File: config.mk
export PLATFORM = sky130hd
export DESIGN_NAME = led_strip_effect_generator_flat
export DESIGN_NICKNAME = d
export VERILOG_FILES = /design/src/lseg_pkg.sv /design/src/lseg_in_if.sv /design/src/lseg_out_if.sv /design/src/lseg_cfg_if.sv /design/src/lseg_hue.sv /design/src/led_strip_effect_generator.sv /design/src/flat_wrapper.sv
export SDC_FILE = /design/constraint.sdc
export NUM_CORES = 1
export LEC_CHECK = 0
export ABC_AREA = 1
export BUFFER_PORTS_ARGS = -buffer_cell sky130_fd_sc_hd__buf_2
export CAP_MARGIN = 20
export CELL_PAD_IN_SITES_DETAIL_PLACEMENT = 2
export CELL_PAD_IN_SITES_GLOBAL_PLACEMENT = 2
export CORE_UTILIZATION = 37
export DETAILED_ROUTE_END_ITERATION = 16
export PLACE_DENSITY = 0.84
export SLEW_MARGIN = 20
export SYNTH_ARGS = -nofsm -noshare
export SYNTH_HDL_FRONTEND = slang
export SYNTH_HIERARCHICAL = 1
export SYNTH_SLANG_ARGS = --single-unit
File: constraint.sdc
create_clock -name clk -period 6.9 [get_ports clk]
set_clock_uncertainty 0.2 [all_clocks]
set_input_delay 1.38 -clock clk [delete_from_list [all_inputs] [get_ports clk]]
set_output_delay 1.38 -clock clk [all_outputs]
set_load 0.005 [all_outputs]
File: src/lseg_pkg.sv
// Package for the LED strip effect generator.
// Holds the effect mode codes, write kinds, register indexes, field widths
// and the hue ramp function. No dependencies.
package lseg_pkg;

  // Configuration port widths
  localparam int CFG_IDX_W  = 4;
  localparam int CFG_DATA_W = 32;

  // Register indexes on the configuration port
  localparam logic [CFG_IDX_W-1:0] CFG_EFFECT_MODE     = 4'd0;
  localparam logic [CFG_IDX_W-1:0] CFG_EFFECT_COLOR    = 4'd1;
  localparam logic [CFG_IDX_W-1:0] CFG_FRAME_PERIOD_MS = 4'd2;
  localparam logic [CFG_IDX_W-1:0] CFG_NUM_LEDS        = 4'd3;

  // Register reset values
  localparam logic [1:0]  RST_EFFECT_MODE     = 2'd0;
  localparam logic [23:0] RST_EFFECT_COLOR    = 24'h000040;
  localparam logic [15:0] RST_FRAME_PERIOD_MS = 16'd16;
  localparam logic [8:0]  RST_NUM_LEDS        = 9'd256;

  // Hue sweep limits
  localparam logic [8:0] HUE_TOP = 9'd360;

  // Effect modes; the unused code behaves as the beat scanner
  typedef enum logic [1:0] {
    MODE_BEAT    = 2'd0,
    MODE_RAINBOW = 2'd1,
    MODE_SOLID   = 2'd2
  } mode_t;

  // Kinds of strip write carried by a result
  typedef enum logic [1:0] {
    WR_NONE  = 2'd0,
    WR_PIXEL = 2'd1,
    WR_FILL  = 2'd2
  } write_kind_t;

  // One RGB color
  typedef struct packed {
    logic [7:0] red;
    logic [7:0] green;
    logic [7:0] blue;
  } rgb_t;

  // Linear ramp over a 60-degree sector: round(d*4.25-0.01) as (d*17+1)>>2
  function automatic logic [7:0] hue_ramp(input logic [8:0] d);
    logic [13:0] prod;
    begin
      prod     = {5'd0, d} * 14'd17 + 14'd1;
      hue_ramp = prod[9:2];
    end
  endfunction

endpackage

File: src/lseg_in_if.sv
// Input channel interface: one millisecond time stamp per transaction.
// Depends on nothing.
interface lseg_in_if;
  logic        valid;
  logic        ready;
  logic [31:0] now_ms;

  modport source (output valid, output now_ms, input ready);
  modport sink   (input valid, input now_ms, output ready);
endinterface

File: src/lseg_out_if.sv
// Result channel interface: one strip write description per transaction.
// Depends on nothing.
interface lseg_out_if;
  logic       valid;
  logic       ready;
  logic [1:0] write_kind;
  logic [7:0] pixel_index;
  logic [7:0] red;
  logic [7:0] green;
  logic [7:0] blue;

  modport source (output valid, output write_kind, output pixel_index,
                  output red, output green, output blue, input ready);
  modport sink   (input valid, input write_kind, input pixel_index,
                  input red, input green, input blue, output ready);
endinterface

File: src/lseg_cfg_if.sv
// Configuration write channel interface: register index plus write data.
// Depends on lseg_pkg for the field widths.
interface lseg_cfg_if;
  logic                             valid;
  logic                             ready;
  logic [lseg_pkg::CFG_IDX_W-1:0]   index;
  logic [lseg_pkg::CFG_DATA_W-1:0]  data;

  modport source (output valid, output index, output data, input ready);
  modport sink   (input valid, input index, input data, output ready);
endinterface

File: src/lseg_hue.sv
// Hue angle to RGB conversion with six linear 60-degree ramps.
// Depends on lseg_pkg (rgb_t, hue_ramp).
module lseg_hue (
  input  logic [8:0]     angle,
  output lseg_pkg::rgb_t color
);

  logic [8:0] ramp_d;

  // Pick the sector and the ramp distance for it
  always_comb begin
    ramp_d = 9'd0;
    color  = '0;
    if (angle < 9'd60) begin
      ramp_d      = angle;
      color.red   = 8'hFF;
      color.green = lseg_pkg::hue_ramp(ramp_d);
    end else if (angle < 9'd120) begin
      ramp_d      = 9'd120 - angle;
      color.red   = lseg_pkg::hue_ramp(ramp_d);
      color.green = 8'hFF;
    end else if (angle < 9'd180) begin
      ramp_d      = angle - 9'd120;
      color.green = 8'hFF;
      color.blue  = lseg_pkg::hue_ramp(ramp_d);
    end else if (angle < 9'd240) begin
      ramp_d      = 9'd240 - angle;
      color.green = lseg_pkg::hue_ramp(ramp_d);
      color.blue  = 8'hFF;
    end else if (angle < 9'd300) begin
      ramp_d      = angle - 9'd240;
      color.red   = lseg_pkg::hue_ramp(ramp_d);
      color.blue  = 8'hFF;
    end else begin
      // distance wraps at 9 bits past the top of the sweep
      ramp_d      = lseg_pkg::HUE_TOP - angle;
      color.red   = 8'hFF;
      color.blue  = lseg_pkg::hue_ramp(ramp_d);
    end
  end

endmodule

File: src/led_strip_effect_generator.sv
// LED strip effect generator top level.
// Depends on lseg_pkg, lseg_in_if, lseg_out_if, lseg_cfg_if and lseg_hue.
//
// Takes one millisecond time stamp per transaction and returns exactly one
// result per time stamp describing the strip write for it: nothing, one pixel
// (beat scanner) or a whole-strip fill (rainbow sweep, solid fill). A frame is
// drawn only when now_ms is strictly above last draw time plus frame_period_ms
// (32-bit wrapping sum). The effect state and the output register both update on
// the edge that accepts a time stamp, so a new time stamp is taken every cycle
// while the output side keeps up. The configuration port is always ready;
// writing effect_mode clears the frame index. Writes to unknown indexes are
// dropped. MAX_LEDS caps the strip length together with the 256-LED limit.
module led_strip_effect_generator #(
  parameter int MAX_LEDS = 256
) (
  input logic          clk,
  input logic          rst_n,
  lseg_in_if.sink      in_chan,
  lseg_out_if.source   out_chan,
  lseg_cfg_if.sink     cfg_chan
);

  localparam int         CAP_INT = (MAX_LEDS < 256) ? MAX_LEDS : 256;
  localparam logic [8:0] LEN_CAP = 9'(CAP_INT);

  // Configuration registers
  logic [1:0]  effect_mode_r;
  logic [23:0] effect_color_r;
  logic [15:0] frame_period_ms_r;
  logic [8:0]  num_leds_r;

  // Effect state
  logic [31:0] last_draw_ms_r, last_draw_ms_nxt;
  logic [7:0]  frame_index_r, frame_index_nxt;
  logic        beat_reverse_r, beat_reverse_nxt;
  logic [8:0]  hue_angle_r, hue_angle_nxt;
  logic        hue_reverse_r, hue_reverse_nxt;

  // Output register
  logic        out_valid_r;
  logic [1:0]  write_kind_r, write_kind_nxt;
  logic [7:0]  pixel_index_r, pixel_index_nxt;
  lseg_pkg::rgb_t color_r, color_nxt;

  logic           in_fire;
  logic           mode_wr;
  logic           due;
  logic [31:0]    due_ms;
  logic [8:0]     strip_len;
  logic [7:0]     last_pix;
  logic [7:0]     beat_pos;
  logic [8:0]     hue_step;
  lseg_pkg::rgb_t hue_color;
  lseg_pkg::rgb_t cfg_color;

  assign cfg_chan.ready = 1'b1;
  assign mode_wr        = cfg_chan.valid && (cfg_chan.index == lseg_pkg::CFG_EFFECT_MODE);

  // Input is taken whenever the output register is empty or draining
  assign in_chan.ready = !out_valid_r || out_chan.ready;
  assign in_fire       = in_chan.valid && in_chan.ready;

  assign due_ms    = {16'd0, frame_period_ms_r} + last_draw_ms_r;
  assign due       = in_chan.now_ms > due_ms;
  assign cfg_color = effect_color_r;

  // Strip length in use: capped, zero counts as one
  always_comb begin
    strip_len = (num_leds_r > LEN_CAP) ? LEN_CAP : num_leds_r;
    if (strip_len == 9'd0) begin
      strip_len = 9'd1;
    end
  end
  assign last_pix = 8'(strip_len - 9'd1);
  assign beat_pos = (frame_index_r > last_pix) ? last_pix : frame_index_r;

  lseg_hue u_hue (
    .angle (hue_angle_r),
    .color (hue_color)
  );

  // Next effect state and result for a due frame
  always_comb begin
    last_draw_ms_nxt = last_draw_ms_r;
    frame_index_nxt  = frame_index_r;
    beat_reverse_nxt = beat_reverse_r;
    hue_angle_nxt    = hue_angle_r;
    hue_reverse_nxt  = hue_reverse_r;
    write_kind_nxt   = lseg_pkg::WR_NONE;
    pixel_index_nxt  = 8'd0;
    color_nxt        = '0;
    hue_step         = 9'd0;
    if (due) begin
      last_draw_ms_nxt = in_chan.now_ms;
      case (effect_mode_r)
        lseg_pkg::MODE_RAINBOW: begin
          write_kind_nxt = lseg_pkg::WR_FILL;
          color_nxt      = hue_color;
          if (hue_reverse_r) begin
            hue_step = hue_angle_r - 9'd1;
            if (hue_step == 9'd0) begin
              hue_reverse_nxt = 1'b0;
            end
          end else begin
            hue_step = hue_angle_r + 9'd1;
            if (hue_step >= lseg_pkg::HUE_TOP) begin
              hue_reverse_nxt = 1'b1;
            end
          end
          hue_angle_nxt = hue_step;
        end
        lseg_pkg::MODE_SOLID: begin
          if (frame_index_r == 8'd0) begin
            write_kind_nxt  = lseg_pkg::WR_FILL;
            color_nxt       = cfg_color;
            frame_index_nxt = 8'd1;
          end
        end
        default: begin
          // beat scanner: color on the way up, black on the way down
          write_kind_nxt  = lseg_pkg::WR_PIXEL;
          pixel_index_nxt = beat_pos;
          frame_index_nxt = beat_pos;
          if (!beat_reverse_r) begin
            color_nxt = cfg_color;
            if (beat_pos >= last_pix) begin
              beat_reverse_nxt = 1'b1;
              frame_index_nxt  = last_pix;
            end else begin
              frame_index_nxt = beat_pos + 8'd1;
            end
          end else begin
            if (beat_pos == 8'd0) begin
              beat_reverse_nxt = 1'b0;
            end else begin
              frame_index_nxt = beat_pos - 8'd1;
            end
          end
        end
      endcase
    end
    // a mode write restarts the frame index
    if (mode_wr) begin
      frame_index_nxt = 8'd0;
    end
  end

  // Control state, configuration and effect state
  always_ff @(posedge clk) begin
    if (!rst_n) begin
      out_valid_r       <= 1'b0;
      effect_mode_r     <= lseg_pkg::RST_EFFECT_MODE;
      effect_color_r    <= lseg_pkg::RST_EFFECT_COLOR;
      frame_period_ms_r <= lseg_pkg::RST_FRAME_PERIOD_MS;
      num_leds_r        <= lseg_pkg::RST_NUM_LEDS;
      last_draw_ms_r    <= 32'd0;
      frame_index_r     <= 8'd0;
      beat_reverse_r    <= 1'b0;
      hue_angle_r       <= 9'd0;
      hue_reverse_r     <= 1'b0;
    end else begin
      if (in_fire) begin
        out_valid_r    <= 1'b1;
        last_draw_ms_r <= last_draw_ms_nxt;
        beat_reverse_r <= beat_reverse_nxt;
        hue_angle_r    <= hue_angle_nxt;
        hue_reverse_r  <= hue_reverse_nxt;
      end else if (out_chan.ready) begin
        out_valid_r <= 1'b0;
      end
      // frame index: effect step or mode write
      if (in_fire || mode_wr) begin
        frame_index_r <= frame_index_nxt;
      end
      // register writes
      if (cfg_chan.valid) begin
        case (cfg_chan.index)
          lseg_pkg::CFG_EFFECT_MODE: begin
            effect_mode_r <= cfg_chan.data[1:0];
          end
          lseg_pkg::CFG_EFFECT_COLOR: begin
            effect_color_r <= cfg_chan.data[23:0];
          end
          lseg_pkg::CFG_FRAME_PERIOD_MS: begin
            frame_period_ms_r <= cfg_chan.data[15:0];
          end
          lseg_pkg::CFG_NUM_LEDS: begin
            num_leds_r <= cfg_chan.data[8:0];
          end
          default: begin
          end
        endcase
      end
    end
  end

  // Result payload
  always_ff @(posedge clk) begin
    if (in_fire) begin
      write_kind_r  <= write_kind_nxt;
      pixel_index_r <= pixel_index_nxt;
      color_r       <= color_nxt;
    end
  end

  assign out_chan.valid       = out_valid_r;
  assign out_chan.write_kind  = write_kind_r;
  assign out_chan.pixel_index = pixel_index_r;
  assign out_chan.red         = color_r.red;
  assign out_chan.green       = color_r.green;
  assign out_chan.blue        = color_r.blue;

endmodule

File: src/flat_wrapper.sv
// flat-port wrapper written by rule: the top's interface ports become plain ports
module led_strip_effect_generator_flat 
#(
  parameter int MAX_LEDS = 256
)
  (clk, rst_n, in_chan_valid, in_chan_now_ms, in_chan_ready, out_chan_valid, out_chan_write_kind, out_chan_pixel_index, out_chan_red, out_chan_green, out_chan_blue, out_chan_ready, cfg_chan_valid, cfg_chan_index, cfg_chan_data, cfg_chan_ready);
  lseg_in_if in_chan_i ();
  lseg_out_if out_chan_i ();
  lseg_cfg_if cfg_chan_i ();
  input logic clk;
  input logic rst_n;
  input wire logic [$bits(in_chan_i.valid)-1:0] in_chan_valid;
  input wire logic [$bits(in_chan_i.now_ms)-1:0] in_chan_now_ms;
  output wire logic [$bits(in_chan_i.ready)-1:0] in_chan_ready;
  output wire logic [$bits(out_chan_i.valid)-1:0] out_chan_valid;
  output wire logic [$bits(out_chan_i.write_kind)-1:0] out_chan_write_kind;
  output wire logic [$bits(out_chan_i.pixel_index)-1:0] out_chan_pixel_index;
  output wire logic [$bits(out_chan_i.red)-1:0] out_chan_red;
  output wire logic [$bits(out_chan_i.green)-1:0] out_chan_green;
  output wire logic [$bits(out_chan_i.blue)-1:0] out_chan_blue;
  input wire logic [$bits(out_chan_i.ready)-1:0] out_chan_ready;
  input wire logic [$bits(cfg_chan_i.valid)-1:0] cfg_chan_valid;
  input wire logic [$bits(cfg_chan_i.index)-1:0] cfg_chan_index;
  input wire logic [$bits(cfg_chan_i.data)-1:0] cfg_chan_data;
  output wire logic [$bits(cfg_chan_i.ready)-1:0] cfg_chan_ready;
  assign in_chan_i.valid = in_chan_valid;
  assign in_chan_i.now_ms = in_chan_now_ms;
  assign in_chan_ready = in_chan_i.ready;
  assign out_chan_valid = out_chan_i.valid;
  assign out_chan_write_kind = out_chan_i.write_kind;
  assign out_chan_pixel_index = out_chan_i.pixel_index;
  assign out_chan_red = out_chan_i.red;
  assign out_chan_green = out_chan_i.green;
  assign out_chan_blue = out_chan_i.blue;
  assign out_chan_i.ready = out_chan_ready;
  assign cfg_chan_i.valid = cfg_chan_valid;
  assign cfg_chan_i.index = cfg_chan_index;
  assign cfg_chan_i.data = cfg_chan_data;
  assign cfg_chan_ready = cfg_chan_i.ready;
  led_strip_effect_generator #(.MAX_LEDS(MAX_LEDS)) u_core (.clk(clk), .rst_n(rst_n), .in_chan(in_chan_i), .out_chan(out_chan_i), .cfg_chan(cfg_chan_i));
endmodule
# Word-level counts from Yosys, hierarchy flattened
# Cells that the tools add are included.
# totals
reg_bits	137
in_bits	73
word_cells	114
# op_classes
n_addsub	17
n_mul	6
n_lt_le_gt_ge	10
n_eq_ne	7
n_mux	35
n_bitwise	2
reduce_logical	22
# op_table
op	n
$mux 8	16
$add 10x1->10 const B	6
$mul 9x5->10 const B	6
$mux 16	3
$mux 24	2
$pmux 24 s2	1
$add 16x32->32	1
$gt 32x32->1	1
$logic_not 9->1	2
$lt 9x8->1 const B	2
$mux 9	2
$logic_not 8->1	2
$pmux 8 s2	1
$sub 8x1->8 const B	2
$reduce_and 2->1	5
$add 9x1->9 const B	1
$ge 9x9->1 const B	1
$gt 9x9->1 const B	1
$lt 9x6->1 const B	1
$lt 9x7->1 const B	1
$lt 9x9->1 const B	1
$sub 7x9->9 const A	1
$sub 8x9->9 const A	1
$sub 9x1->9 const B	1
other kinds (25)	38

# Logic depth before layout (Yosys ltp)
# Gate-level depths: netlist of the first run.
# depth
ltp_word	13
depth_mapped	43
ltp_nobuf	42

# Cells and area by module
# The synthesis of the first run kept the hierarchy.
# by_module_without_submodules
mod	instances	cells_each	area_each_um2	seq_area_each_um2
led_strip_effect_generator	1	1189	8763.4	3083.0
lseg_hue	1	492	3012.9	0.0

# Worst setup path after synthesis of the first run
# Ideal clock, no wire load.
# synth_timing
path_type	register to register
start	register u_core.num_leds_r[8]
end	register u_core.frame_index_r[7]
setup_ns	0.066
t_arrival_ns	4.416
required_ns	6.634
slack_ns	2.218
path_stages_with_launch	42
n_path_buf	2
cell_sequence	dfxtp_1 > inv_2 > nand3_1 > nor3_1 > nand4_2 > nand2_1 > inv_1 > ha_1 > xor2_1 > ha_1 > nand2_1 > o21bai_1 > nand2_1 > nand2_1 > nand2_1 > nand2_1 > nand2_1 > nand2_2 > (+6 left out) > o21ai_0 > a21boi_0 > o21ai_0 > nand2_1 > nand2_1 > nand2_1 > nand2_1 > nand2_1 > nand2_1 > nand2_1 > nand2_1 > nand2_1 > buf_4 > a21oi_1 > nand2_1 > nand2_1 > nand2_1 > a21oi_2
# synth_between
elab_chain_cells	13
word_cells_on_any_way	17
classes_between	add/sub: 3; order compare: 3; mux: 9; reduce/logical: 2
# synth_rtl
item	line_no	rtl
start: declaration	led_strip_effect_generator.sv:30	logic [8:0] num_leds_r;
start signal: assignment	led_strip_effect_generator.sv:155	num_leds_r <= lseg_pkg::RST_NUM_LEDS;
start signal: assignment	led_strip_effect_generator.sv:188	num_leds_r <= cfg_chan.data[8:0];
$gt 9x9->1	led_strip_effect_generator.sv:69	strip_len = (num_leds_r > LEN_CAP) ? LEN_CAP : num_leds_r;
$mux 9 *	led_strip_effect_generator.sv:69	
$logic_not 9->1	led_strip_effect_generator.sv:70	if (strip_len == 9'd0) begin
$mux 8 *	led_strip_effect_generator.sv:70	
$sub 8x1->8 *	led_strip_effect_generator.sv:74	assign last_pix = 8'(strip_len - 9'd1);
$gt 8x8->1	led_strip_effect_generator.sv:75	assign beat_pos = (frame_index_r > last_pix) ? last_pix : frame_index_r;
$mux 8	led_strip_effect_generator.sv:75	
$add 8x1->8 (tied with other cells)	led_strip_effect_generator.sv:130	frame_index_nxt = beat_pos + 8'd1;
$mux 8, on equally long branches	led_strip_effect_generator.sv:126, led_strip_effect_generator.sv:133	
$mux 8 *	led_strip_effect_generator.sv:124	if (!beat_reverse_r) begin
$pmux 8 s2 *	led_strip_effect_generator.sv:95	case (effect_mode_r)
$mux 8 *	led_strip_effect_generator.sv:93	if (due) begin
$mux 8 *	led_strip_effect_generator.sv:143	if (mode_wr) begin
end signal: assignment	led_strip_effect_generator.sv:173	frame_index_r <= frame_index_nxt;
end: declaration	led_strip_effect_generator.sv:34	logic [7:0] frame_index_r, frame_index_nxt;
# Mark *: on every way between the ends. The rest lies on a longest branch, timed or not. The select of a mux whose other input is x is not followed.
# A chain may end at the register's enable or synchronous reset.

# Final worst setup path of the first run
# layout_timing
start	register u_core.frame_period_ms_r[0]
end	register u_core.hue_angle_r[0]
# layout_between
elab_chain_cells	3
# layout_rtl
item	line_no	rtl
start: declaration	led_strip_effect_generator.sv:29	logic [15:0] frame_period_ms_r;
start signal: assignment	led_strip_effect_generator.sv:154	frame_period_ms_r <= lseg_pkg::RST_FRAME_PERIOD_MS;
start signal: assignment	led_strip_effect_generator.sv:185	frame_period_ms_r <= cfg_chan.data[15:0];
$add 16x32->32	led_strip_effect_generator.sv:63	assign due_ms = {16'd0, frame_period_ms_r} + last_draw_ms_r;
$gt 32x32->1	led_strip_effect_generator.sv:64	assign due = in_chan.now_ms > due_ms;
$reduce_and 3->1 (no source line)	n/a	
end signal: assignment	led_strip_effect_generator.sv:166	hue_angle_r <= hue_angle_nxt;
end: declaration	led_strip_effect_generator.sv:36	logic [8:0] hue_angle_r, hue_angle_nxt;
# No other way between the ends.

==> results_tabular.tex, run 1 <==
\begin{tabular}{lr}
\hline
Metric & Value \\
\hline
\multicolumn{2}{l}{\textbf{Global routing}} \\
\quad Met2 Track Usage GR & 49.19\% \\
\quad Total global routing overflow & 0 \\
\quad Global-route total usage across every layer & 27.94\% \\
\quad M3 GR Usage & 4.588\% \\
\quad Met1 usage & 33.78\% \\
\quad Grt peak-use layer & met2 \\
\quad Global-route wire length before repair & 71,880 um \\
\quad Maximum number of pins on one net before global-route repair & 93 \\
\quad Antenna violations before repair & 6 \\
\quad Number of global-route vias before repair & 13,320 \\
\multicolumn{2}{l}{\textbf{Clock network}} \\
\quad Clk\_lat worst skew & 0.45 ns \\
\quad CTS Sinks & 137 \\
\quad Post-CTS setup buffers & 0 \\
\quad Clock transition at the registers of the reported paths & 0.06 ns \\
\quad Clock Tree Buf Depth & 2 \\
\quad Clock buffers created by TritonCTS & 17 \\
\quad Clock tree root driver cell & sky130\_fd\_sc\_hd\_\_clkbuf\_16 \\
\quad CTS-repair resized insts & 0 \\
\quad H-tree Lvls & 4 \\
\quad TritonCTS clock tree & built \\
\quad Number of buffers inserted by hold repair at cts & 0 \\
\multicolumn{2}{l}{\textbf{Logic synthesis}} \\
\quad Total nets after synthesis & 1,894 \\
\quad Top-count cell post-synth & sky130\_fd\_sc\_hd\_\_nand2\_1 \\
\quad Adder-Cell Fraction of Synth Area & 14.94\% \\
\quad Flip-flop cell with the highest count after synthesis & sky130\_fd\_sc\_hd\_\_dfxtp\_1 \\
\quad Synth area leaders & sky130\_fd\_sc\_hd\_\_dfxtp\_1, sky130\_fd\_sc\_hd\_\_ha\_1, sky130\_fd\_sc\_hd\_\_nand2\_1, sky130\_fd\_sc\_hd\_\_edfxtp\_1, sky130\_fd\_sc\_hd\_\_o21ai\_0 \\
\quad Fraction of synthesized cell area in xor and xnor cells & 5.493\% \\
\quad Warnings, synthesis & 6 \\
\quad Share of synthesized flip-flops with an asynchronous set or reset & 0\% \\
\quad Post-synthesis cell type with the largest combined area & sky130\_fd\_sc\_hd\_\_dfxtp\_1 \\
\quad Synth Area in Simple Gates & 26.83\% \\
\quad Proportion of synthesized area in mux cells & 0\% \\
\quad Area of the mapped netlist & 11,780 um2 \\
\quad Mapped Cells & 1,681 \\
\quad Post-synthesis area per instance & 7.006 um2 \\
\quad Main combinational cell family by area after synthesis & simple AND/OR/NAND/NOR gates \\
\quad Synth unique cells & 60 \\
\quad Top cells by instance count after synthesis & sky130\_fd\_sc\_hd\_\_nand2\_1, sky130\_fd\_sc\_hd\_\_inv\_1, sky130\_fd\_sc\_hd\_\_nor2\_1 \\
\quad Number of enable-type register cells in the synthesized netlist & 34 \\
\quad Synthesized-area fraction occupied by ao, oa, aoi and oai cells & 17.69\% \\
\quad Share of the synthesized area in the top cell type & 17.51\% \\
\quad Sequential fraction of the synthesis area & 26.18\% \\
\quad Post-synthesis register bit count & 137 \\
\multicolumn{2}{l}{\textbf{Floorplan}} \\
\quad Initial cell density of the core & 38.00\% \\
\quad Full die area & 32,550 um2 \\
\quad Floorplan die height & 180.4 um \\
\quad Core area & 30,990 um2 \\
\quad Number of rows created at floorplan & 64 \\
\quad Number of top-level pins & 110 \\
\quad Die width & 180.4 um \\
\multicolumn{2}{l}{\textbf{Layout}} \\
\quad Proportion of layout cells with a drive suffix above 1 & 11.98\% \\
\quad Post-layout net count & 1,969 \\
\quad Area added between synthesis and finish & 11.81\% \\
\multicolumn{2}{l}{\textbf{Run}} \\
\quad Number of max-cap violations & 0 \\
\multicolumn{2}{l}{\textbf{Worst setup path}} \\
\quad CP Buf/Inv Count & 4 \\
\quad Cell type group with the largest total delay on the critical path & simple AND/OR/NAND/NOR gates \\
\quad Critical path data arrival time & 6.29 ns \\
\quad Path type of the worst setup path & reg -> reg \\
\quad Critical Path Sink Type & register \\
\quad Maximum fanout along the worst path & 28 \\
\quad CP most frequent cell & sky130\_fd\_sc\_hd\_\_nand2\_1 \\
\quad Kind of launch point of the worst setup path & register \\
\quad Delay of the slowest cell on the worst path & 0.40 ns \\
\quad Cell type of the slowest stage on the worst timing path & sky130\_fd\_sc\_hd\_\_o21ai\_0 \\
\quad Endpoint required time on the critical path & 7.01 ns \\
\multicolumn{2}{l}{\textbf{Drt}} \\
\quad Final WL & 44,650 um \\
\quad Number of routed nets with antenna violations & 0 \\
\quad DRC & 0 \\
\quad Number of vias per cell & 5.633 \\
\quad WL per Instance & 20.60 um \\
\quad First drt pass iteration count & 5 \\
\quad Iteration-0 DRC count of the detailed router & 595 \\
\quad Vias after detailed routing & 12,210 \\
\multicolumn{2}{l}{\textbf{STA}} \\
\quad Setup TNS after final layout & 0 ns \\
\quad Max frequency & 161.7 MHz \\
\quad Hold Slack & 0.2705 ns \\
\quad Worst relative slew slack & 30.56\% \\
\quad Fin. Hold Viols & 0 \\
\quad Final number of setup-violating endpoints & 0 \\
\quad Max-slew violation count & 0 \\
\quad Transition time at the pin with the least slew margin & 1.042 ns \\
\quad Portion of the clock cycle consumed by the worst path in the final layout & 89.61\% \\
\quad Setup repair after global routing missed its margin & no \\
\quad Fin crit period & 6.183 ns \\
\multicolumn{2}{l}{\textbf{Place}} \\
\quad Final HPWL from detailed placement & 33,320 um \\
\quad Final weighted congestion of routability-driven global placement & 0.8898 \\
\quad Count of buffers from port buffering & 100 \\
\multicolumn{2}{l}{\textbf{Outcome}} \\
\quad Result of the run & complete, no violations \\
\multicolumn{2}{l}{\textbf{Pwr}} \\
\quad Static power due to leakage & 6.148 nW \\
\quad Ratio of total power to cell area & 174.2 nW/um2 \\
\quad IR Drop Worst-Case VDD & 0.1821 mV \\
\quad Post-layout total power & 0.002294 W \\
\multicolumn{2}{l}{\textbf{Min path}} \\
\quad Tightest Hold Check Type & reg -> reg \\
\hline
\end{tabular}
## power by group
group | total, W | switching (W) | leakage, nW | internal (W)
Clock | 0.000946 | 0.000399 | 0.282 | 0.000547
Sequential | 0.000900 | 0.0000319 | 1.18 | 0.000868
Combinational | 0.000449 | 0.000297 | 4.68 | 0.000151
## layout by cell type (no fill, tap or decap), drive strengths merged, types with 34 or more instances in the layout
master | synthesis | final
ha | 139 | 139
o21ai | 169 | 169
dfxtp | 103 | 103
edfxtp | 34 | 34
buf | 15 | 110
nand2 | 323 | 323
inv | 200 | 203
xor2 | 54 | 54
nand3 | 135 | 135
a21oi | 130 | 130
nor2 | 183 | 183
## cell families after synthesis
| group | Yosys count |
|---|---|
| and+or+nand+nor | 705 |
| DFF | 137 |
| other | 1 |
| buffers and inverters | 256 |
| xor gates and xnor gates | 73 |
| AOI/OAI and AO/OA | 369 |
| adders and majority gates | 140 |
## worst min-delay path: cells and delay by family (launching register included)
family / cells / cell delay, ns
buf+inv: 1 / 0.06
flops: 1 / 0.31
compound gates: 1 / 0.05
## flip-flops by register name, summed over array words and instances, names as in the netlist, 8 cells and up
register                     flops
u_core/out_chan.green            8
u_core/frame_index_r             8
u_core/frame_period_ms_r        16
u_core/cfg_color                24
u_core/last_draw_ms_r           32
u_core/out_chan.pixel_index      8
u_core/out_chan.red              8
u_core/out_chan.blue             8
u_core/hue_angle_r               9
u_core/num_leds_r                9
## metal layers
layer | share of wire, % | up-vias
met2 | 49 | 255
met1 | 44 | 6065
met4 | 3.3 | 6
met5 | 0.078 | -
li1 | - | 5805
met3 | 3.7 | 81
## metrics by stage
stage               utilization [%]  setup WS, ns  std cells  instance area (um2)
floorplan                         -         2.218       1681                11780
finish                        42.49        0.7168       2168                13170
CTS                           42.47        0.7619       2165                13160
global placement              40.57         1.064       2133                12570
global route                  42.49       0.08454       2168                13170
detailed placement            40.57        0.8129       2133                12570
## path summary, 6_finish.rpt
kind	to	slack (ns)	depth (start not counted)	start
max	u_core/hue_angle_r[0]$_SDFFE_PN0P_	0.72	29	u_core/frame_period_ms_r[0]$_SDFFE_PN0P_
min	u_core/cfg_color[11]$_SDFFE_PN0P_	0.27	2	u_core/cfg_color[11]$_SDFFE_PN0P_
max reg2reg	u_core/hue_angle_r[0]$_SDFFE_PN0P_	0.72	29	u_core/frame_period_ms_r[0]$_SDFFE_PN0P_
min reg2reg	u_core/cfg_color[11]$_SDFFE_PN0P_	0.27	2	u_core/cfg_color[11]$_SDFFE_PN0P_
## area by class of cell
class,instances,area [um2]
antenna,3,7.507
timing repair buffer,110,575.6
fill,3728,17820
clock inverter,12,141.4
multi-input combinational,1288,7657
inverter,202,760.7
sequential,137,3083
clock buffer,20,446.7
tap,396,495.5
No activity file was read; power rests on OpenSTA's default activity.
==> inputs of run 2 (changes only) <==
Settings changed: CORE_MARGIN set to 8, CORE_UTILIZATION 37 to 38, CTS_BUF_LIST set to sky130_fd_sc_hd__clkbuf_8, PLACE_DENSITY 0.84 to 0.86.
==> results_tabular.tex, run 2 (synthesis gave the netlist of run 1 again) <==
\begin{tabular}{lr}
\hline
Metric & Value \\
\hline
\multicolumn{2}{l}{\textbf{Layout}} \\
\quad Post-route design area & 13,010 um2 \\
\quad Area added between synthesis and finish & 10.43\% \\
\quad Most flops, register & u\_core/last\_draw\_ms\_r \\
\quad Post-layout net count & 1,969 \\
\quad Proportion of layout cells with a drive suffix above 1 & 12.15\% \\
\quad Non-filler cells, final & 2,168 \\
\quad Most common library cell in the layout ignoring fill and taps & sky130\_fd\_sc\_hd\_\_nand2\_1 \\
\quad Number of flip-flops under the largest register name & 32 \\
\quad Filler instances & 3,728 \\
\quad Top library cells by usage in the layout, fill and taps aside & sky130\_fd\_sc\_hd\_\_nand2\_1, sky130\_fd\_sc\_hd\_\_inv\_1, sky130\_fd\_sc\_hd\_\_nor2\_1 \\
\quad Final core occ & 42.51\% \\
\multicolumn{2}{l}{\textbf{Clock network}} \\
\quad Clock Tree Buf Depth & 2 \\
\quad Clock tree root driver cell & sky130\_fd\_sc\_hd\_\_clkbuf\_8 \\
\quad CTS-repair resized insts & 0 \\
\quad TritonCTS clock tree & built \\
\quad Clock buffers created by TritonCTS & 17 \\
\quad Clk\_lat worst skew & 0.49 ns \\
\quad Clock transition at the registers of the reported paths & 0.09 ns \\
\quad CTS Sinks & 137 \\
\quad Number of buffers inserted by hold repair at cts & 0 \\
\quad H-tree Lvls & 4 \\
\quad Post-CTS setup buffers & 0 \\
\multicolumn{2}{l}{\textbf{Floorplan}} \\
\quad Number of rows created at floorplan & 64 \\
\quad Core area & 30,590 um2 \\
\quad Number of top-level pins & 110 \\
\quad Floorplan die height & 192.0 um \\
\quad Die width & 192.0 um \\
\quad Initial cell density of the core & 38.50\% \\
\quad Full die area & 36,880 um2 \\
\multicolumn{2}{l}{\textbf{Pwr}} \\
\quad Internal & 0.001390 W \\
\quad Ratio of total power to cell area & 162.1 nW/um2 \\
\quad Clock group share of total power & 35.7\% \\
\quad IR Drop Worst-Case VDD & 0.08716 mV \\
\quad Share of power burned in combinational logic & 21.7\% \\
\quad P\_sw & 0.0007175 W \\
\quad Register share of total power & 42.6\% \\
\quad Sw Share & 34.04\% \\
\quad Static power due to leakage & 6.080 nW \\
\multicolumn{2}{l}{\textbf{Place}} \\
\quad Final HPWL from detailed placement & 34,890 um \\
\quad Post-Place Cell Area & 12,580 um2 \\
\quad Count of buffers from port buffering & 100 \\
\quad Placed Cells incl. Taps & 2,133 \\
\quad Final weighted congestion of routability-driven global placement & 0.8873 \\
\multicolumn{2}{l}{\textbf{STA}} \\
\quad Max frequency & 157.0 MHz \\
\quad Setup TNS after final layout & 0 ns \\
\quad Hold Slack & 0.2727 ns \\
\quad Transition time at the pin with the least slew margin & 0.9363 ns \\
\quad Fin crit period & 6.370 ns \\
\quad Worst relative slew slack & 37.51\% \\
\quad Fin. Hold Viols & 0 \\
\quad Final number of setup-violating endpoints & 0 \\
\quad Max-slew violation count & 0 \\
\quad Setup repair after global routing missed its margin & no \\
\quad Portion of the clock cycle consumed by the worst path in the final layout & 92.31\% \\
\multicolumn{2}{l}{\textbf{Global routing}} \\
\quad Global-route total usage across every layer & 25.43\% \\
\quad Antenna violations before repair & 4 \\
\quad Total global routing overflow & 0 \\
\quad Met1 usage & 30.58\% \\
\quad Grt peak-use layer & met2 \\
\quad Global-route wire length before repair & 74,510 um \\
\quad M3 GR Usage & 4.158\% \\
\quad Met2 Track Usage GR & 45.46\% \\
\quad Maximum number of pins on one net before global-route repair & 93 \\
\quad Number of global-route vias before repair & 13,720 \\
\multicolumn{2}{l}{\textbf{Drt}} \\
\quad Number of routed nets with antenna violations & 0 \\
\quad Vias after detailed routing & 12,250 \\
\quad WL per Instance & 21.42 um \\
\quad Iteration-0 DRC count of the detailed router & 566 \\
\quad Number of vias per cell & 5.650 \\
\quad Final WL & 46,440 um \\
\quad DRC & 0 \\
\quad First drt pass iteration count & 5 \\
\multicolumn{2}{l}{\textbf{Worst setup path}} \\
\quad FF-to-FF path depth & 40 \\
\quad Maximum fanout along the worst path & 18 \\
\quad Critical path data arrival time & 6.49 ns \\
\quad Cell type of the slowest stage on the worst timing path & sky130\_fd\_sc\_hd\_\_xor2\_1 \\
\quad CP most frequent cell & sky130\_fd\_sc\_hd\_\_nand2\_1 \\
\quad Endpoint required time on the critical path & 7.02 ns \\
\quad Path type of the worst setup path & reg -> reg \\
\quad Delay of the slowest cell on the worst path & 0.47 ns \\
\quad Kind of launch point of the worst setup path & register \\
\quad Critical Path Sink Type & register \\
\multicolumn{2}{l}{\textbf{Min path}} \\
\quad Tightest Hold Check Type & reg -> reg \\
\quad Hold depth & 2 \\
\multicolumn{2}{l}{\textbf{Run}} \\
\quad Number of max-cap violations & 0 \\
\multicolumn{2}{l}{\textbf{Outcome}} \\
\quad Result of the run & complete, no violations \\
\hline
\end{tabular}
==> run 2: power by group through the flow <==
stage	Sequential (W)	Clock, W	Combinational [W]
floorplan	0.000907	0	0.000289
global placement	0.000911	0	0.000421
detailed placement	0.000915	0	0.000450
CTS	0.000897	0.000769	0.000460
global route	0.000902	0.000797	0.000511
finish	0.000897	0.000753	0.000458
==> run 2: final cells by class <==
| class | count | area (um2) | area share [%] |
|---|---|---|---|
| diodes | 3 | 7.507 | 0.05773 |
| well taps | 396 | 495.5 | 3.810 |
| inverters | 202 | 760.7 | 5.850 |
| clock buffers | 18 | 247.7 | 1.905 |
| clock inverters | 14 | 168.9 | 1.299 |
| multi-input cells | 1288 | 7662 | 58.92 |
| repair buffers | 110 | 579.3 | 4.454 |
| flip-flops and latches | 137 | 3083 | 23.71 |
==> run 2: layer usage <==
metal  vias up  share of wire [%]  wire length (um)
met5         -              0.026                12
met4         2                2.8              1283
met3        90                4.2              1956
met2       277                 50             23430
met1      6081                 43             19760
li1       5799                  -                 -
==> run 2: final timing paths <==
path	end	startpoint	slack (ns)
max	u_core/frame_index_r[2]$_SDFFE_PN0P_	u_core/num_leds_r[8]$_SDFFE_PN1P_	0.53
min	u_core/cfg_color[5]$_SDFFE_PN0P_	u_core/cfg_color[5]$_SDFFE_PN0P_	0.27
max reg2reg	u_core/frame_index_r[2]$_SDFFE_PN0P_	u_core/num_leds_r[8]$_SDFFE_PN1P_	0.53
min reg2reg	u_core/cfg_color[5]$_SDFFE_PN0P_	u_core/cfg_color[5]$_SDFFE_PN0P_	0.27
==> run 2: per-stage QoR <==
step / total power, W / worst slack [ns]
after floorplan: 0.001196 / 2.218
after global placement: 0.001333 / 1.064
after detailed placement: 0.001364 / 0.7301
after CTS: 0.002126 / 0.5298
after global routing: 0.002210 / 0.03431
final: 0.002108 / 0.5304
==> run 2: critical path: cells and delay by family, from the launching register on <==
family | cells | cell delay (ns)
fa+ha+maj | 3 | 0.79
compound gates | 7 | 1.34
buf+inv | 4 | 0.57
simple gates | 25 | 2.41
xor+xnor | 1 | 0.47
flops | 1 | 0.43
==> inputs of run 3 (changes only) <==
Settings changed: PLACE_DENSITY 0.86 to 0.87.
==> results_tabular.tex, run 3 (synthesis gave the netlist of run 1 again) <==
\begin{tabular}{lr}
\hline
Metric & Value \\
\hline
\multicolumn{2}{l}{\textbf{Layout}} \\
\quad Most flops, register & u\_core/last\_draw\_ms\_r \\
\quad Number of flip-flops under the largest register name & 32 \\
\quad Area of all sequential standard cells & 3083 um2 \\
\quad Proportion of layout cells with a drive suffix above 1 & 12.15\% \\
\quad Most common library cell in the layout ignoring fill and taps & sky130\_fd\_sc\_hd\_\_nand2\_1 \\
\quad Multi-input combinational cell area & 7662 um2 \\
\quad Top library cells by usage in the layout, fill and taps aside & sky130\_fd\_sc\_hd\_\_nand2\_1, sky130\_fd\_sc\_hd\_\_inv\_1, sky130\_fd\_sc\_hd\_\_nor2\_1 \\
\quad Post-layout net count & 1,969 \\
\quad Area added between synthesis and finish & 10.33\% \\
\quad Filler instances & 3,719 \\
\quad Non-filler cells, final & 2,169 \\
\multicolumn{2}{l}{\textbf{Worst setup path}} \\
\quad Delay of the slowest cell on the worst path & 0.41 ns \\
\quad CP most frequent cell & sky130\_fd\_sc\_hd\_\_nand2\_1 \\
\quad Critical Path Sink Type & register \\
\quad Critical path data arrival time & 6.48 ns \\
\quad Kind of launch point of the worst setup path & register \\
\quad Worst reg2reg startpoint & u\_core/frame\_period\_ms\_r[2]\$\_SDFFE\_PN0P\_ \\
\quad Endpoint required time on the critical path & 7.04 ns \\
\quad Cell type of the slowest stage on the worst timing path & sky130\_fd\_sc\_hd\_\_nor4\_1 \\
\quad Path type of the worst setup path & reg -> reg \\
\quad Maximum fanout along the worst path & 28 \\
\quad Startpoint of the worst setup timing path & u\_core/frame\_period\_ms\_r[2]\$\_SDFFE\_PN0P\_ \\
\multicolumn{2}{l}{\textbf{STA}} \\
\quad Max-slew violation count & 0 \\
\quad Hold Slack & 0.2729 ns \\
\quad Max frequency & 157.8 MHz \\
\quad Worst Setup Slack, final & 0.5613 ns \\
\quad Transition time at the pin with the least slew margin & 0.9385 ns \\
\quad Worst relative slew slack & 37.43\% \\
\quad Fin crit period & 6.339 ns \\
\quad Setup TNS after final layout & 0 ns \\
\quad Portion of the clock cycle consumed by the worst path in the final layout & 91.87\% \\
\quad Fin. Hold Viols & 0 \\
\quad Setup repair after global routing missed its margin & no \\
\quad Final number of setup-violating endpoints & 0 \\
\multicolumn{2}{l}{\textbf{Floorplan}} \\
\quad Number of top-level pins & 110 \\
\quad Die width & 192.0 um \\
\quad Floorplan die height & 192.0 um \\
\quad Initial cell density of the core & 38.50\% \\
\quad Number of rows created at floorplan & 64 \\
\quad Core area & 30,590 um2 \\
\quad Full die area & 36,880 um2 \\
\multicolumn{2}{l}{\textbf{Place}} \\
\quad Final HPWL from detailed placement & 35,450 um \\
\quad Placed Cells incl. Taps & 2,133 \\
\quad DP Worst Slack & 0.7348 ns \\
\quad Final weighted congestion of routability-driven global placement & 0.8921 \\
\quad Count of buffers from port buffering & 100 \\
\multicolumn{2}{l}{\textbf{Clock network}} \\
\quad Post-CTS setup buffers & 0 \\
\quad H-tree Lvls & 4 \\
\quad CTS-repair resized insts & 0 \\
\quad Clock buffers created by TritonCTS & 17 \\
\quad Clock tree root driver cell & sky130\_fd\_sc\_hd\_\_clkbuf\_8 \\
\quad Clock transition at the registers of the reported paths & 0.09 ns \\
\quad Clock Tree Buf Depth & 2 \\
\quad Clk\_lat worst skew & 0.49 ns \\
\quad Number of buffers inserted by hold repair at cts & 0 \\
\quad TritonCTS clock tree & built \\
\quad CTS Sinks & 137 \\
\multicolumn{2}{l}{\textbf{Global routing}} \\
\quad Global-route wire length before repair & 73,890 um \\
\quad Number of global-route vias before repair & 13,670 \\
\quad Total global routing overflow & 0 \\
\quad Global-route total usage across every layer & 25.42\% \\
\quad Antenna violations before repair & 5 \\
\quad Maximum number of pins on one net before global-route repair & 93 \\
\multicolumn{2}{l}{\textbf{Drt}} \\
\quad Iteration-0 DRC count of the detailed router & 524 \\
\quad DRC & 0 \\
\quad Vias after detailed routing & 12,300 \\
\quad WL per Instance & 21.70 um \\
\quad First drt pass iteration count & 6 \\
\quad Number of vias per cell & 5.672 \\
\quad Final WL & 47,060 um \\
\quad Number of routed nets with antenna violations & 0 \\
\multicolumn{2}{l}{\textbf{Pwr}} \\
\quad Ratio of total power to cell area & 160.2 nW/um2 \\
\quad Static power due to leakage & 6.080 nW \\
\quad IR Drop Worst-Case VDD & 0.1001 mV \\
\multicolumn{2}{l}{\textbf{Min path}} \\
\quad Tightest Hold Check Type & reg -> reg \\
\quad Hold Crit Start & u\_core/num\_leds\_r[0]\$\_SDFFE\_PN0P\_ \\
\multicolumn{2}{l}{\textbf{Run}} \\
\quad Number of max-cap violations & 0 \\
\multicolumn{2}{l}{\textbf{Outcome}} \\
\quad Result of the run & complete, no violations \\
\hline
\end{tabular}
[run 3: changes by cell type in the layout (fill, tap and decap cells not counted), sizes merged]
| cell | before | now |
|---|---|---|
| diode | 3 | 4 |
| clkinvlp | 2 | 1 |
| inv | 206 | 204 |
| bufinv | 3 | 2 |
| clkinv | 5 | 6 |
| clkbuf | 18 | 21 |
[run 3: where the power goes]
group / total (W) / internal [W] / switching [W]
Combinational: 0.000461 / 0.000154 / 0.000307
Sequential: 0.000900 / 0.000867 / 0.0000335
Clock: 0.000720 / 0.000359 / 0.000362
[run 3: final timing paths]
| kind | end | slack, ns | cells past startpoint |
|---|---|---|---|
| setup / recovery | u_core/hue_reverse_r$_SDFFE_PN0P_ | 0.56 | 31 |
| hold / removal | u_core/num_leds_r[0]$_SDFFE_PN0P_ | 0.27 | 2 |
| setup reg to reg | u_core/hue_reverse_r$_SDFFE_PN0P_ | 0.56 | 31 |
| hold reg to reg | u_core/num_leds_r[0]$_SDFFE_PN0P_ | 0.27 | 2 |
[run 3: worst max-delay path, delay by kind of cell, from the launching register on]
kind | cells | cell delay (ns)
adder cells (fa/ha/maj) | 2 | 0.69
AO/OA/AOI/OAI | 3 | 0.54
XOR/XNOR | 1 | 0.13
buffers and inverters | 3 | 0.63
AND/OR/NAND/NOR | 22 | 3.66
flip-flops | 1 | 0.33
[run 3: stage by stage]
step / util (%) / area (um2) / total power (W)
2_1_floorplan: - / 11780 / 0.001196
3_3_place_gp: 41.11 / 12570 / 0.001328
3_5_place_dp: 41.11 / 12570 / 0.001366
4_1_cts: 42.43 / 12980 / 0.002104
5_1_grt: 42.45 / 12990 / 0.002182
6_report: 42.47 / 12990 / 0.002081
[run 3: layer usage]
metal / up-vias / global-route usage (%) / wire length (um) / part of all wire (%)
li1: 5817 / - / - / -
met1: 6128 / 29.64 / 20050 / 43
met2: 266 / 46.26 / 23930 / 51
met3: 89 / 3.522 / 1586 / 3.4
met4: 2 / 9.959 / 1473 / 3.1
met5: - / 0 / 12 / 0.026
[run 3: final cells by class]
type                    instances  area share [%]
inverters                     202           5.855
repair buffers                110           4.430
multi-input cells            1288           58.98
well taps                     396           3.814
clock inverters                11          0.8956
flip-flops and latches        137           23.73
clock buffers                  21           2.225
diodes                          4         0.07704
